`src/design/lapt_pkg.sv`:
```
// lapt_pkg: shared types, constants and the arctangent table of the lookahead point tracker
// no dependencies; used by lapt_cordic, lapt_datapath, lapt_ctrl and the top level

package lapt_pkg;

  // configuration register layout
  localparam int CFG_BITS     = 15;
  localparam int CFG_SQ_BITS  = 2 * CFG_BITS;
  localparam int CFG_IDX_BITS = 1;

  typedef enum logic [CFG_IDX_BITS-1:0] {
    CFG_LOOKAHEAD = 1'b0,
    CFG_DEAD      = 1'b1
  } cfg_idx_e;

  // squared reset values of the two ranges (250 mm and 100 mm)
  localparam logic [CFG_SQ_BITS-1:0] LOOKAHEAD_SQ_RST = 30'd62500;
  localparam logic [CFG_SQ_BITS-1:0] DEAD_SQ_RST      = 30'd10000;

  // cordic arithmetic: angle accumulator in units of 2^-30 rad
  localparam int PRESCALE     = 24;
  localparam int CORDIC_STEPS = 32;
  localparam int STEP_BITS    = 5;
  localparam int Z_FRAC       = 30;
  localparam int Z_BITS       = 35;
  localparam int ATAN_BITS    = 30;

  localparam logic signed [Z_BITS-1:0] PI_Q30 = 35'sd3373259426;
  localparam logic [ATAN_BITS-1:0] QUARTER_PI_Q30 = 30'd843314857;

  typedef logic [ATAN_BITS-1:0] atan_entry_t;
  typedef atan_entry_t [CORDIC_STEPS-1:0] atan_tab_t;

  // atan(2^-i) by its power series in units of 2^-62, rounded half up to 2^-30
  function automatic atan_tab_t atan_table();
    atan_tab_t tab;
    longint    sum;
    longint    term;
    longint    rnd;
    int        e;
    tab = '0;
    for (int i = 0; i < CORDIC_STEPS; i++) begin
      if (i == 0) begin
        tab[i] = QUARTER_PI_Q30;
      end else begin
        sum = 0;
        for (int k = 0; (2 * k + 1) * i <= 62; k++) begin
          e    = 62 - (2 * k + 1) * i;
          term = longint'((64'd1 << e) / 64'(2 * k + 1));
          if ((k % 2) == 1) begin
            sum = sum - term;
          end else begin
            sum = sum + term;
          end
        end
        rnd    = (sum + (longint'(1) <<< 31)) >>> 32;
        tab[i] = rnd[ATAN_BITS-1:0];
      end
    end
    return tab;
  endfunction

  localparam atan_tab_t ATAN_TAB = atan_table();

  // controller states
  typedef enum logic [2:0] {
    ST_IDLE,
    ST_UPDATE,
    ST_LAT_START,
    ST_LAT_RUN,
    ST_YAW_START,
    ST_YAW_RUN,
    ST_EMIT
  } ctrl_state_e;

  // commands from the controller to the datapath
  typedef struct packed {
    logic take_point;
    logic update;
    logic start_lat;
    logic start_yaw;
    logic store_lat;
    logic load_out;
  } lapt_cmd_t;

  // status from the datapath to the controller
  typedef struct packed {
    logic final_pt;
    logic cordic_busy;
    logic out_free;
  } lapt_sts_t;

endpackage

```
`src/design/lapt_in_if.sv`:
```
// lapt_in_if: point input channel, valid/ready handshake with one path point as payload
// depends on nothing

interface lapt_in_if #(
  parameter int COORD_BITS = 16
) ();

  logic                         valid;
  logic                         ready;
  logic signed [COORD_BITS-1:0] point_x;
  logic signed [COORD_BITS-1:0] point_y;
  logic                         final_point;

  modport source (output valid, output point_x, output point_y, output final_point,
                  input ready);
  modport sink   (input valid, input point_x, input point_y, input final_point,
                  output ready);

endinterface

```
`src/design/lapt_out_if.sv`:
```
// lapt_out_if: result channel, valid/ready handshake with steering errors and target point
// depends on nothing

interface lapt_out_if #(
  parameter int COORD_BITS      = 16,
  parameter int ANGLE_FRAC_BITS = 13
) ();

  localparam int ANGLE_W = ANGLE_FRAC_BITS + 3;

  logic                         valid;
  logic                         ready;
  logic signed [ANGLE_W-1:0]    lat_err;
  logic signed [ANGLE_W-1:0]    head_err;
  logic signed [COORD_BITS-1:0] target_x;
  logic signed [COORD_BITS-1:0] target_y;

  modport source (output valid, output lat_err, output head_err, output target_x,
                  output target_y, input ready);
  modport sink   (input valid, input lat_err, input head_err, input target_x,
                  input target_y, output ready);

endinterface

```
`src/design/lapt_cordic.sv`:
```
// lapt_cordic: iterative vectoring cordic atan2, one rotation step per cycle
// depends on lapt_pkg for the arctangent table and accumulator format

module lapt_cordic #(
  parameter int OPW             = 17,
  parameter int ANGLE_FRAC_BITS = 13
) (
  input  logic                              clk_i,
  input  logic                              rst_ni,
  input  logic                              start_i,
  input  logic signed [OPW-1:0]             y_i,
  input  logic signed [OPW-1:0]             x_i,
  output logic                              busy_o,
  output logic signed [ANGLE_FRAC_BITS+2:0] angle_o
);

  localparam int ANGLE_W = ANGLE_FRAC_BITS + 3;
  localparam int CW      = OPW + lapt_pkg::PRESCALE + 3;
  localparam int SHIFT   = lapt_pkg::Z_FRAC - ANGLE_FRAC_BITS;

  logic signed [CW-1:0]               x_q, y_q;
  logic signed [lapt_pkg::Z_BITS-1:0] z_q;
  logic                               zero_q;
  logic                               busy_q;
  logic [lapt_pkg::STEP_BITS-1:0]     step_q;

  logic                               neg_x;
  logic signed [OPW-1:0]              x_fold, y_fold;
  logic signed [CW-1:0]               xs, ys;
  logic signed [lapt_pkg::Z_BITS-1:0] at;
  logic                               y_pos;
  logic signed [lapt_pkg::Z_BITS-1:0] z_rnd;

  // fold the left half-plane onto the right one
  assign neg_x  = x_i[OPW-1];
  assign x_fold = neg_x ? -x_i : x_i;
  assign y_fold = neg_x ? -y_i : y_i;

  // one micro-rotation
  assign xs    = x_q >>> step_q;
  assign ys    = y_q >>> step_q;
  assign at    = $signed({{(lapt_pkg::Z_BITS - lapt_pkg::ATAN_BITS){1'b0}},
                          lapt_pkg::ATAN_TAB[step_q]});
  assign y_pos = !y_q[CW-1] && (y_q != '0);

  // operand registers and angle accumulator
  always_ff @(posedge clk_i) begin
    if (start_i) begin
      x_q    <= CW'(x_fold) <<< lapt_pkg::PRESCALE;
      y_q    <= CW'(y_fold) <<< lapt_pkg::PRESCALE;
      zero_q <= (x_i == '0) && (y_i == '0);
      if (neg_x) begin
        z_q <= y_i[OPW-1] ? -lapt_pkg::PI_Q30 : lapt_pkg::PI_Q30;
      end else begin
        z_q <= '0;
      end
    end else if (busy_q) begin
      if (y_pos) begin
        x_q <= x_q + ys;
        y_q <= y_q - xs;
        z_q <= z_q + at;
      end else begin
        x_q <= x_q - ys;
        y_q <= y_q + xs;
        z_q <= z_q - at;
      end
    end
  end

  // step counter
  always_ff @(posedge clk_i or negedge rst_ni) begin
    if (!rst_ni) begin
      busy_q <= 1'b0;
      step_q <= '0;
    end else if (start_i) begin
      busy_q <= 1'b1;
      step_q <= '0;
    end else if (busy_q) begin
      step_q <= step_q + 1'b1;
      if (step_q == lapt_pkg::STEP_BITS'(lapt_pkg::CORDIC_STEPS - 1)) begin
        busy_q <= 1'b0;
      end
    end
  end

  // round half up to the output scale
  assign z_rnd   = z_q + (lapt_pkg::Z_BITS'(1) <<< (SHIFT - 1));
  assign angle_o = zero_q ? '0 : z_rnd[SHIFT+ANGLE_W-1:SHIFT];
  assign busy_o  = busy_q;

endmodule

```
`src/design/lapt_datapath.sv`:
```
// lapt_datapath: range registers, closest and lookahead point tracking, output register
// depends on lapt_pkg and lapt_cordic

module lapt_datapath #(
  parameter int COORD_BITS      = 16,
  parameter int ANGLE_FRAC_BITS = 13
) (
  input  logic                                 clk_i,
  input  logic                                 rst_ni,
  input  lapt_pkg::lapt_cmd_t                  cmd_i,
  output lapt_pkg::lapt_sts_t                  sts_o,
  input  logic                                 cfg_we_i,
  input  logic [lapt_pkg::CFG_IDX_BITS-1:0]    cfg_idx_i,
  input  logic [lapt_pkg::CFG_BITS-1:0]        cfg_wdata_i,
  input  logic signed [COORD_BITS-1:0]         point_x_i,
  input  logic signed [COORD_BITS-1:0]         point_y_i,
  input  logic                                 final_point_i,
  input  logic                                 res_ready_i,
  output logic                                 res_valid_o,
  output logic signed [ANGLE_FRAC_BITS+2:0]    lat_err_o,
  output logic signed [ANGLE_FRAC_BITS+2:0]    head_err_o,
  output logic signed [COORD_BITS-1:0]         target_x_o,
  output logic signed [COORD_BITS-1:0]         target_y_o
);

  localparam int CB      = COORD_BITS;
  localparam int SQW     = 2 * CB;
  localparam int ANGLE_W = ANGLE_FRAC_BITS + 3;
  localparam int OPW     = CB + 1;
  localparam int DW      = (SQW > lapt_pkg::CFG_SQ_BITS) ? SQW : lapt_pkg::CFG_SQ_BITS;

  // squared ranges
  logic [lapt_pkg::CFG_SQ_BITS-1:0] look_sq_q, dead_sq_q;

  // captured point
  logic signed [CB-1:0] pt_x_q, pt_y_q;
  logic                 fin_q;
  logic [SQW-1:0]       sqx_q, sqy_q;

  // tracking state
  logic                 first_pending_q;
  logic [DW-1:0]        best_q;
  logic signed [CB-1:0] closest_x_q, closest_y_q;
  logic                 cand_found_q;
  logic signed [CB-1:0] cand_x_q, cand_y_q;

  // results
  logic signed [ANGLE_W-1:0] lat_q;
  logic                      res_valid_q;
  logic signed [ANGLE_W-1:0] out_lat_q, out_yaw_q;
  logic signed [CB-1:0]      out_tx_q, out_ty_q;

  logic [CB-1:0]         ax, ay;
  logic [DW-1:0]         pt_dsq;
  logic                  far, closer;
  logic signed [CB-1:0]  tgt_x, tgt_y;
  logic                  lat_zero;
  logic                  cordic_start, cordic_busy;
  logic signed [OPW-1:0] op_x, op_y;
  logic signed [ANGLE_W-1:0] angle;

  // range registers hold squares so the per-point compare needs no multiplier
  always_ff @(posedge clk_i or negedge rst_ni) begin
    if (!rst_ni) begin
      look_sq_q <= lapt_pkg::LOOKAHEAD_SQ_RST;
      dead_sq_q <= lapt_pkg::DEAD_SQ_RST;
    end else if (cfg_we_i) begin
      unique case (lapt_pkg::cfg_idx_e'(cfg_idx_i))
        lapt_pkg::CFG_LOOKAHEAD: begin
          look_sq_q <= lapt_pkg::CFG_SQ_BITS'(cfg_wdata_i)
                     * lapt_pkg::CFG_SQ_BITS'(cfg_wdata_i);
        end
        lapt_pkg::CFG_DEAD: begin
          dead_sq_q <= lapt_pkg::CFG_SQ_BITS'(cfg_wdata_i)
                     * lapt_pkg::CFG_SQ_BITS'(cfg_wdata_i);
        end
        default: ;
      endcase
    end
  end

  // magnitudes and squares of the incoming point
  assign ax = point_x_i[CB-1] ? (~point_x_i + CB'(1)) : point_x_i;
  assign ay = point_y_i[CB-1] ? (~point_y_i + CB'(1)) : point_y_i;

  always_ff @(posedge clk_i) begin
    if (cmd_i.take_point) begin
      pt_x_q <= point_x_i;
      pt_y_q <= point_y_i;
      sqx_q  <= SQW'(ax) * SQW'(ax);
      sqy_q  <= SQW'(ay) * SQW'(ay);
    end
  end

  always_ff @(posedge clk_i or negedge rst_ni) begin
    if (!rst_ni) begin
      fin_q <= 1'b0;
    end else if (cmd_i.take_point) begin
      fin_q <= final_point_i;
    end
  end

  // distance compares
  assign pt_dsq = DW'(sqx_q) + DW'(sqy_q);
  assign far    = pt_dsq >= DW'(look_sq_q);
  assign closer = pt_dsq < best_q;

  // closest point and first far point at or after it
  always_ff @(posedge clk_i) begin
    if (cmd_i.update) begin
      if (first_pending_q || closer) begin
        best_q      <= pt_dsq;
        closest_x_q <= pt_x_q;
        closest_y_q <= pt_y_q;
        cand_x_q    <= pt_x_q;
        cand_y_q    <= pt_y_q;
      end else if (!cand_found_q && far) begin
        cand_x_q <= pt_x_q;
        cand_y_q <= pt_y_q;
      end
    end
  end

  always_ff @(posedge clk_i or negedge rst_ni) begin
    if (!rst_ni) begin
      first_pending_q <= 1'b1;
      cand_found_q    <= 1'b0;
    end else if (cmd_i.load_out) begin
      first_pending_q <= 1'b1;
      cand_found_q    <= 1'b0;
    end else if (cmd_i.update) begin
      if (first_pending_q || closer) begin
        first_pending_q <= 1'b0;
        cand_found_q    <= far;
      end else if (far) begin
        cand_found_q <= 1'b1;
      end
    end
  end

  // target falls back to the final point
  assign tgt_x    = cand_found_q ? cand_x_q : pt_x_q;
  assign tgt_y    = cand_found_q ? cand_y_q : pt_y_q;
  assign lat_zero = best_q < DW'(dead_sq_q);

  // shared angle unit: bearing of closest point, then heading to target
  assign cordic_start = cmd_i.start_lat || cmd_i.start_yaw;
  assign op_x = cmd_i.start_yaw ? (OPW'(tgt_x) - OPW'(closest_x_q)) : OPW'(closest_x_q);
  assign op_y = cmd_i.start_yaw ? (OPW'(tgt_y) - OPW'(closest_y_q)) : OPW'(closest_y_q);

  lapt_cordic #(
    .OPW             (OPW),
    .ANGLE_FRAC_BITS (ANGLE_FRAC_BITS)
  ) u_cordic (
    .clk_i   (clk_i),
    .rst_ni  (rst_ni),
    .start_i (cordic_start),
    .y_i     (op_y),
    .x_i     (op_x),
    .busy_o  (cordic_busy),
    .angle_o (angle)
  );

  always_ff @(posedge clk_i) begin
    if (cmd_i.store_lat) begin
      lat_q <= lat_zero ? '0 : angle;
    end
  end

  // output register, reloadable in the cycle its transaction completes
  always_ff @(posedge clk_i) begin
    if (cmd_i.load_out) begin
      out_lat_q <= lat_q;
      out_yaw_q <= angle;
      out_tx_q  <= tgt_x;
      out_ty_q  <= tgt_y;
    end
  end

  always_ff @(posedge clk_i or negedge rst_ni) begin
    if (!rst_ni) begin
      res_valid_q <= 1'b0;
    end else if (cmd_i.load_out) begin
      res_valid_q <= 1'b1;
    end else if (res_ready_i) begin
      res_valid_q <= 1'b0;
    end
  end

  assign res_valid_o = res_valid_q;
  assign lat_err_o   = out_lat_q;
  assign head_err_o  = out_yaw_q;
  assign target_x_o  = out_tx_q;
  assign target_y_o  = out_ty_q;

  // status to the controller
  assign sts_o.final_pt    = fin_q;
  assign sts_o.cordic_busy = cordic_busy;
  assign sts_o.out_free    = !res_valid_q || res_ready_i;

`ifndef SYNTHESIS
  // a finished segment leaves the tracker cleared
  assert property (@(posedge clk_i) disable iff (!rst_ni)
    cmd_i.load_out |=> first_pending_q && !cand_found_q)
    else $error("tracking state not cleared after segment");

  // a pending result is never overwritten before its transaction
  assert property (@(posedge clk_i) disable iff (!rst_ni)
    cmd_i.load_out |-> (!res_valid_q || res_ready_i))
    else $error("output register overwritten while still full");
`endif

endmodule

```
`src/design/lapt_ctrl.sv`:
```
// lapt_ctrl: sequencing state machine of the lookahead point tracker
// depends on lapt_pkg for the state, command and status types

module lapt_ctrl (
  input  logic                clk_i,
  input  logic                rst_ni,
  input  logic                in_valid_i,
  output logic                in_ready_o,
  input  lapt_pkg::lapt_sts_t sts_i,
  output lapt_pkg::lapt_cmd_t cmd_o
);

  lapt_pkg::ctrl_state_e state_q, state_d;

  // state register
  always_ff @(posedge clk_i or negedge rst_ni) begin
    if (!rst_ni) begin
      state_q <= lapt_pkg::ST_IDLE;
    end else begin
      state_q <= state_d;
    end
  end

  // next state and commands
  always_comb begin
    state_d    = state_q;
    cmd_o      = '0;
    in_ready_o = 1'b0;
    unique case (state_q)
      lapt_pkg::ST_IDLE: begin
        in_ready_o = 1'b1;
        if (in_valid_i) begin
          cmd_o.take_point = 1'b1;
          state_d          = lapt_pkg::ST_UPDATE;
        end
      end
      lapt_pkg::ST_UPDATE: begin
        cmd_o.update = 1'b1;
        state_d      = sts_i.final_pt ? lapt_pkg::ST_LAT_START : lapt_pkg::ST_IDLE;
      end
      lapt_pkg::ST_LAT_START: begin
        cmd_o.start_lat = 1'b1;
        state_d         = lapt_pkg::ST_LAT_RUN;
      end
      lapt_pkg::ST_LAT_RUN: begin
        if (!sts_i.cordic_busy) begin
          cmd_o.store_lat = 1'b1;
          state_d         = lapt_pkg::ST_YAW_START;
        end
      end
      lapt_pkg::ST_YAW_START: begin
        cmd_o.start_yaw = 1'b1;
        state_d         = lapt_pkg::ST_YAW_RUN;
      end
      lapt_pkg::ST_YAW_RUN: begin
        if (!sts_i.cordic_busy) begin
          state_d = lapt_pkg::ST_EMIT;
        end
      end
      lapt_pkg::ST_EMIT: begin
        if (sts_i.out_free) begin
          cmd_o.load_out = 1'b1;
          state_d        = lapt_pkg::ST_IDLE;
        end
      end
      default: begin
        state_d = lapt_pkg::ST_IDLE;
      end
    endcase
  end

`ifndef SYNTHESIS
  // an accepted point is folded into the tracker in the following cycle
  assert property (@(posedge clk_i) disable iff (!rst_ni)
    (in_valid_i && in_ready_o) |=> state_q == lapt_pkg::ST_UPDATE)
    else $error("accepted point not followed by update");

  // the angle unit is running in the cycle after it is started
  assert property (@(posedge clk_i) disable iff (!rst_ni)
    (cmd_o.start_lat || cmd_o.start_yaw) |=> sts_i.cordic_busy)
    else $error("angle unit not busy after start");

  // results only leave once both angles are done
  assert property (@(posedge clk_i) disable iff (!rst_ni)
    cmd_o.load_out |-> $past(state_q == lapt_pkg::ST_YAW_RUN)
                       || $past(state_q == lapt_pkg::ST_EMIT))
    else $error("result loaded outside the emit sequence");
`endif

endmodule

```
`src/design/lookahead_point_tracker.sv`:
```
// lookahead_point_tracker: top level, pure pursuit closest and lookahead point with atan2 errors
// depends on lapt_pkg, lapt_in_if, lapt_out_if, lapt_ctrl and lapt_datapath
//
//  channel   direction  payload                                          handshake
//  pt_in     in         point_x, point_y, final_point                    valid / ready
//  res_out   out        lat_err, head_err, target_x, target_y            valid / ready
//  cfg       in         cfg_idx_i, cfg_wdata_i                           cfg_we_i
//
// an ordinary point is captured with the squaring multipliers, then the compare and update of
// the tracker follow in the update state. after its update, a final point runs the 32-step
// cordic twice, once per angle, each with its start and finish steps, then its emit step.
// reset clears the tracker and loads the range registers with 250 mm and 100 mm.
// the output register holds one result; a new segment is taken while it waits, and only the
// next final point stalls, in its emit step, until the pending result is taken.

module lookahead_point_tracker #(
  parameter int COORD_BITS      = 16,
  parameter int ANGLE_FRAC_BITS = 13
) (
  input  logic                              clk_i,
  input  logic                              rst_ni,
  input  logic                              cfg_we_i,
  input  logic [lapt_pkg::CFG_IDX_BITS-1:0] cfg_idx_i,
  input  logic [lapt_pkg::CFG_BITS-1:0]     cfg_wdata_i,
  lapt_in_if.sink                           pt_in,
  lapt_out_if.source                        res_out
);

  lapt_pkg::lapt_cmd_t cmd;
  lapt_pkg::lapt_sts_t sts;
  logic                in_ready;

  // sequencer
  lapt_ctrl u_ctrl (
    .clk_i      (clk_i),
    .rst_ni     (rst_ni),
    .in_valid_i (pt_in.valid),
    .in_ready_o (in_ready),
    .sts_i      (sts),
    .cmd_o      (cmd)
  );

  assign pt_in.ready = in_ready;

  // tracking, angle unit and output register
  lapt_datapath #(
    .COORD_BITS      (COORD_BITS),
    .ANGLE_FRAC_BITS (ANGLE_FRAC_BITS)
  ) u_datapath (
    .clk_i         (clk_i),
    .rst_ni        (rst_ni),
    .cmd_i         (cmd),
    .sts_o         (sts),
    .cfg_we_i      (cfg_we_i),
    .cfg_idx_i     (cfg_idx_i),
    .cfg_wdata_i   (cfg_wdata_i),
    .point_x_i     (pt_in.point_x),
    .point_y_i     (pt_in.point_y),
    .final_point_i (pt_in.final_point),
    .res_ready_i   (res_out.ready),
    .res_valid_o   (res_out.valid),
    .lat_err_o     (res_out.lat_err),
    .head_err_o    (res_out.head_err),
    .target_x_o    (res_out.target_x),
    .target_y_o    (res_out.target_y)
  );

endmodule
```
`src/flat_wrapper.sv`:
```
// flat-port wrapper written by rule: the top's interface ports become plain ports
module lookahead_point_tracker_flat 
#(
  parameter int COORD_BITS      = 16,
  parameter int ANGLE_FRAC_BITS = 13
)
  (clk_i, rst_ni, cfg_we_i, cfg_idx_i, cfg_wdata_i, pt_in_valid, pt_in_point_x, pt_in_point_y, pt_in_final_point, pt_in_ready, res_out_valid, res_out_lat_err, res_out_head_err, res_out_target_x, res_out_target_y, res_out_ready);
  lapt_in_if #(.COORD_BITS(COORD_BITS)) pt_in_i ();
  lapt_out_if #(.COORD_BITS(COORD_BITS), .ANGLE_FRAC_BITS(ANGLE_FRAC_BITS)) res_out_i ();
  input  logic clk_i;
  input  logic rst_ni;
  input  logic cfg_we_i;
  input  logic [lapt_pkg::CFG_IDX_BITS-1:0] cfg_idx_i;
  input  logic [lapt_pkg::CFG_BITS-1:0] cfg_wdata_i;
  input wire logic [$bits(pt_in_i.valid)-1:0] pt_in_valid;
  input wire logic [$bits(pt_in_i.point_x)-1:0] pt_in_point_x;
  input wire logic [$bits(pt_in_i.point_y)-1:0] pt_in_point_y;
  input wire logic [$bits(pt_in_i.final_point)-1:0] pt_in_final_point;
  output wire logic [$bits(pt_in_i.ready)-1:0] pt_in_ready;
  output wire logic [$bits(res_out_i.valid)-1:0] res_out_valid;
  output wire logic [$bits(res_out_i.lat_err)-1:0] res_out_lat_err;
  output wire logic [$bits(res_out_i.head_err)-1:0] res_out_head_err;
  output wire logic [$bits(res_out_i.target_x)-1:0] res_out_target_x;
  output wire logic [$bits(res_out_i.target_y)-1:0] res_out_target_y;
  input wire logic [$bits(res_out_i.ready)-1:0] res_out_ready;
  assign pt_in_i.valid = pt_in_valid;
  assign pt_in_i.point_x = pt_in_point_x;
  assign pt_in_i.point_y = pt_in_point_y;
  assign pt_in_i.final_point = pt_in_final_point;
  assign pt_in_ready = pt_in_i.ready;
  assign res_out_valid = res_out_i.valid;
  assign res_out_lat_err = res_out_i.lat_err;
  assign res_out_head_err = res_out_i.head_err;
  assign res_out_target_x = res_out_i.target_x;
  assign res_out_target_y = res_out_i.target_y;
  assign res_out_i.ready = res_out_ready;
  lookahead_point_tracker #(.COORD_BITS(COORD_BITS), .ANGLE_FRAC_BITS(ANGLE_FRAC_BITS)) u_core (.clk_i(clk_i), .rst_ni(rst_ni), .cfg_we_i(cfg_we_i), .cfg_idx_i(cfg_idx_i), .cfg_wdata_i(cfg_wdata_i), .pt_in(pt_in_i), .res_out(res_out_i));
endmodule
```
`config.mk`:
```
export PLATFORM = sky130hd
export DESIGN_NAME = lookahead_point_tracker_flat
export DESIGN_NICKNAME = d
export VERILOG_FILES = /design/src/design/lapt_pkg.sv /design/src/design/lapt_in_if.sv /design/src/design/lapt_out_if.sv /design/src/design/lapt_cordic.sv /design/src/design/lapt_datapath.sv /design/src/design/lapt_ctrl.sv /design/src/design/lookahead_point_tracker.sv /design/src/flat_wrapper.sv
export SDC_FILE = /design/constraint.sdc
export NUM_CORES = 2
export LEC_CHECK = 0
export ABC_AREA = 0
export BUFFER_PORTS_ARGS = -buffer_cell sky130_fd_sc_hd__buf_4
export CAP_MARGIN = 20
export CORE_UTILIZATION = 40
export DETAILED_ROUTE_END_ITERATION = 12
export SLEW_MARGIN = 10
export SYNTH_ARGS = -nofsm -noshare
export SYNTH_HDL_FRONTEND = slang
export SYNTH_SLANG_ARGS = --single-unit
```
`constraint.sdc`:
```
create_clock -name clk_i -period 13.7 [get_ports clk_i]
set_input_delay 0.685 -clock clk_i [delete_from_list [all_inputs] [get_ports clk_i]]
set_output_delay 0.685 -clock clk_i [all_outputs]
set_load 0.05 [all_outputs]
```
-- After elaboration in Yosys (flattened, before gate mapping)
Memories as Yosys holds them, arrays and structs flattened.
Index checks and enable logic that the tools add are counted.
- register bits after elaboration: 469
- bits in read-only memories: 960
- bits of input ports: 54
- output and inout port bits: 66
- word-level logic and storage cells: 149
- memories kept: 1
- memory list (name ; words ; width ; read ports ; clocked after memory_dff ; wr ports ; line ; RTL):
    (no name shown) ; 32 ; 30 ; 1 ; 0 ; 0 ; lapt_cordic.sv:43 ; lapt_pkg::ATAN_TAB[step_q]});
- add/subtract/negate cells: 15
- $mul: 3
- $lt $le $gt $ge: 4
- eq/ne operators: 11
- shift-type cells: 2
- mux-type cells: 55
- bitwise gates (word level): 3
- reductions and logical operators: 26
- operator list (cell ; count):
    44-bit two-way mux ; 6
    35-bit two-way mux ; 5
    16-bit two-way mux ; 9
    44-bit adder ; 2
    44-bit by 5-bit >>> shifter with 44-bit output ; 2
    44-bit subtractor ; 2
    17-bit two-way mux ; 4
    16-bit by 16-bit multiplier with 32-bit output ; 2
    44-bit nonzero test ; 1
    35-bit by 31-bit adder with 35-bit output ; 1
    35-bit by 31-bit subtractor with 35-bit output ; 1
    17-bit zero test ; 2
    17-bit negator ; 2
    16-bit by 16-bit subtractor with 17-bit output ; 2
    33-bit by 18-bit adder with 33-bit output (second input constant) ; 1
    16-bit by 2-bit adder with 16-bit output (second input constant) ; 2
    32-bit adder ; 1
    32-bit by 30-bit >= comparator with 1-bit output ; 1
    32-bit by 30-bit less-than comparator with 1-bit output ; 1
    32-bit less-than comparator ; 1
    16-bit NOT ; 2
    15-bit by 15-bit multiplier with 30-bit output ; 1
    30-bit two-way mux ; 1
    1-bit two-way mux ; 22
    21 further kinds ; 45

-- Longest topological paths before layout
- depth in word-level cells: 6
- gate-level depth with buffers: 37
- gate-level depth less buffers: 34

-- Modules after synthesis
Synthesis repeated with hierarchy kept, for this count alone.
- cells, all modules: 6305
- area, all modules: 58937.8 µm²
- modules (own cells, without submodules) (module ; instances ; cells an instance ; area an instance (µm²) ; sequential area each (µm²)):
    lapt_datapath ; 1 ; 3649 ; 36947.9 ; 9615.5
    lapt_cordic ; 1 ; 2631 ; 21770.9 ; 3333.2
    lapt_ctrl ; 1 ; 25 ; 219.0 ; 75.1

-- Worst setup path before layout
OpenSTA, ideal clock, no wires.
- kind: input port to flip-flop
- start: in pt_in_point_y[0]
- end: reg u_core.u_datapath.sqy_q[30] (data pin)
- library setup time: 258 ps
- data arrival time: 8578 ps
- data required time: 13442 ps
- path slack: 4864 ps
- stages on the path: 33
- buffers on the path: 3
- cell sequence: clkbuf_1 inv_1 clkbuf_1 ha_1 nand2_1 or3_1 or3_1 or4_1 o21ai_0 xor2_1 inv_1 clkbuf_1 nand2_1 fa_1 inv_1 fa_1 fa_1 fa_1 fa_1 inv_1 fa_1 inv_1 ha_1 a21o_1 a21o_1 a21o_1 a21oi_1 o21ai_0 o21bai_1 o21a_1 a211o_1 a21oi_1 xnor2_1
- longest elaborated chain between the ends: 4
- RTL lines (what ; line ; RTL):
    start, declared ; flat_wrapper.sv:17 ; input wire logic [$bits(pt_in_i.point_y)-1:0] pt_in_point_y;
    16-bit NOT ; lapt_datapath.sv:84 ; assign ay = point_y_i[CB-1] ? (~point_y_i + CB'(1)) : point_y_i;
    16-bit by 2-bit adder with 16-bit output ; lapt_datapath.sv:84 ;
    16-bit two-way mux (*) ; lapt_datapath.sv:84 ;
    16-bit by 16-bit multiplier with 32-bit output (*) ; lapt_datapath.sv:91 ; sqy_q <= SQW'(ay) * SQW'(ay);
    end signal, assigned ; lapt_datapath.sv:91 ;
    end, declared ; lapt_datapath.sv:38 ; logic [SQW-1:0] sqx_q, sqy_q;
Mark *: on every way between the ends. The rest lies on a longest branch, timed or not.
A chain may end at the register's enable or synchronous reset.

-- Final worst setup path
Ends and elaborated chain as after synthesis.

==> flow_summary.json <==
{
  "multi_input_area_sq_um": 40060,
  "path_common_cell": "fa_1",
  "syn_avg_cell_area_sq_um": 9.414,
  "path_class": "in2reg",
  "fp.dieW_microns": 379.3,
  "drc": 0,
  "final_common_cell": "inv_1",
  "synthFlopType": "edfxtp_1",
  "totalWireLength_mm": 159.7,
  "hpwl_mm": 126.9,
  "slowest_stage": "fa_1",
  "async_flop_share_pct": 15.40,
  "seq_area_sq_um": 13040,
  "synth-edff-count": 342,
  "worstSkewPairLatency_ns": 0.68,
  "crit_path_start_kind": "primary input",
  "seq_area_frac_synth_pct": 22.87,
  "num_rows": 138,
  "portBuffers": 119,
  "timing.fmax_ghz": 0.1129,
  "die_area_sq_um": 143900,
  "vias_per_cell": 5.577,
  "dp.cells": 7922,
  "dr.pass1.iters": 6,
  "finalSetupViolCount": 0,
  "syn_inst": 6049,
  "numCtsBuffers": 56,
  "final_cell_mix": "inv_1, ha_1, nand2_1",
  "ys_seq_elements": 461,
  "path_buf_inv": 6,
  "critPathMaxFanout": 14,
  "min_path_type": "in2reg",
  "yosysUniqueCellTypes": 103,
  "outcome": "finished clean",
  "tns_ns": 0,
  "path_clk_slew_ns": 0.07,
  "worstMarginPinSlew_ns": 1.327,
  "fp.coreArea_sq_um": 141400,
  "pin_count": 120,
  "cts_tree": "built",
  "via_count": 44805,
  "cpPeakStageDelay_ns": 0.54,
  "slew-limit-headroom_pct": 11.52,
  "detail_route.wl_per_cell_microns": 19.88,
  "crit_required_ns": 14.12,
  "grt_max_degree": 74,
  "antenna_found_initial": 6,
  "place_congestion": 0.9604,
  "syn2layout_area_growth_pct": 8.657,
  "drtIter0Drc": 3779,
  "critical_path.top_delay_family": "adder cells",
  "grt.overflow.total": 0,
  "cts_sinks": 461,
  "hold_viol": 0,
  "rsz0062_at_grt": "false",
  "yosys_warnings": 0,
  "worstPathArrival_ns": 9.28,
  "track_usage_pct": 22.43,
  "fillers": 13590,
  "clock_skew_ns": 0.02984,
  "ant_nets": 0,
  "pre_cts_slack_ns": 4.171,
  "critPathCaptureType": "register",
  "grt_pass1_wl_mm": 254.2,
  "cts-root-buf": "clkbuf_16",
  "period_share_pct": 64.64,
  "cts_resized": 0,
  "layout-drive-gt1-share_pct": 8.906,
  "clockBufferDepth": 3,
  "grt_pass1_vias": 44951,
  "setup_ws_ns": 4.844,
  "cap_violations": 0,
  "netlist_area_sq_um": 56950,
  "period_minus_slack_ns": 8.856,
  "post-cts-setup-buffers": 0,
  "layoutNonFillerInstCount": 8034,
  "start_util_pct": 40.27,
  "cts_htree_levels": 2,
  "drv_slew": 0,
  "final_nets": 7186,
  "die_y_microns": 379.3
}
-- timing repair --
action,4_1_cts,5_1_grt
hold endpoints to repair,21,0
hold buffers,1,0
setup endpoints to repair,0,0
-- cell usage after synthesis (all sizes together) (98+ instances only) --
master	number	share of area, %
a21o	142	1.9
a21oi	286	2.5
and2	98	1.1
clkbuf	133	0.88
edfxtp	342	18
fa	469	16
ha	569	13
inv	799	5.3
mux2	99	2.0
mux2i	110	1.9
nand2	504	3.3
nor2	467	3.1
o21ai	309	2.7
xnor2	253	3.9
xor2	181	2.8
-- flip-flops by register name, indices dropped and copies added (netlist names), 29 cells and up --
| signal | flops |
|---|---|
| u_core.u_datapath.u_cordic.z_q | 33 |
| u_core.u_datapath.dead_sq_q | 29 |
| u_core.u_datapath.u_cordic.x_q | 44 |
| u_core.u_datapath.u_cordic.y_q | 44 |
| u_core.u_datapath.sqx_q | 30 |
| u_core.u_datapath.sqy_q | 30 |
| u_core.u_datapath.best_q | 32 |
| u_core.u_datapath.look_sq_q | 29 |
-- metrics by stage --
step                cell area (sq um)  util, %  hold slack, ns
finish                          61880    43.76          0.2153
global route                    61870    43.75          0.1871
global placement                59810    42.30          0.4019
floorplan                       57020        -          0.3894
detailed placement              59810    42.30          0.4045
CTS                             61850    43.74          0.1819
-- worst reg2reg max path: cells and delay by family, from the launching register on --
kind,cells,cell delay (ns)
adder cells (fa/ha/maj),1,0.45
multiplexers,1,0.65
buffers and inverters,1,0.80
flip-flops,1,0.78
AND/OR/NAND/NOR,3,0.74
AO/OA/AOI/OAI,12,4.53
XOR/XNOR,2,0.28
-- final cells by class --
class                   instances  area share [%]
diodes                          2        0.008088
clock buffers                  67           2.499
clock inverters                39          0.7785
inverters                     813           4.932
multi-input cells            4586           64.75
flip-flops and latches        461           21.07
well taps                    1890           3.822
repair buffers                176           2.139
-- cell families after synthesis --
logic type               Yosys count  synth area share, %
XOR/XNOR                         434                6.675
other                              2              0.01319
buffers and inverters           1022                6.974
AND/OR/NAND/NOR                 1555                12.85
multiplexers                     302                7.622
AO/OA/AOI/OAI                   1235                14.01
flip-flops                       461                22.87
adder cells (fa/ha/maj)         1038                28.99
-- layer usage --
metal  share of wire [%]  track usage, %  wire (microns)
met1                  44           30.99           70850
met5               0.018               0              28
met2                  46           36.82           74250
met3                 6.5           3.096           10400
met4                 2.6           5.615            4158
-- path summary, 6_finish.rpt --
path / from / to / slack [ns] / cells after the start
max in group asynchronous: rst_ni / u_core.u_datapath.u_cordic.step_q[0]$_DFFE_PN0P_ / 12.19 / 3
min in group asynchronous: rst_ni / u_core.u_datapath.dead_sq_q[24]$_DFFE_PN0P_ / 0.48 / 2
setup reg to reg: u_core.u_datapath.u_cordic.step_q[1]$_DFFE_PN0P_ / u_core.u_datapath.u_cordic.x_q[40]$_DFFE_PP_ / 5.18 / 20
hold / removal: pt_in_point_x[1] / u_core.u_datapath.pt_x_q[1]$_DFFE_PP_ / 0.22 / 1
setup / recovery: pt_in_point_y[0] / u_core.u_datapath.sqy_q[30]$_DFFE_PP_ / 4.84 / 32
hold reg to reg: u_core.u_datapath.lat_q[0]$_SDFFCE_PN0P_ / u_core.u_datapath.lat_err_o[0]$_DFFE_PP_ / 0.42 / 0
Power is left out: the tool's default activity adds up to more than one toggle a clock period on the data nets, which glitch-free logic cannot reach.
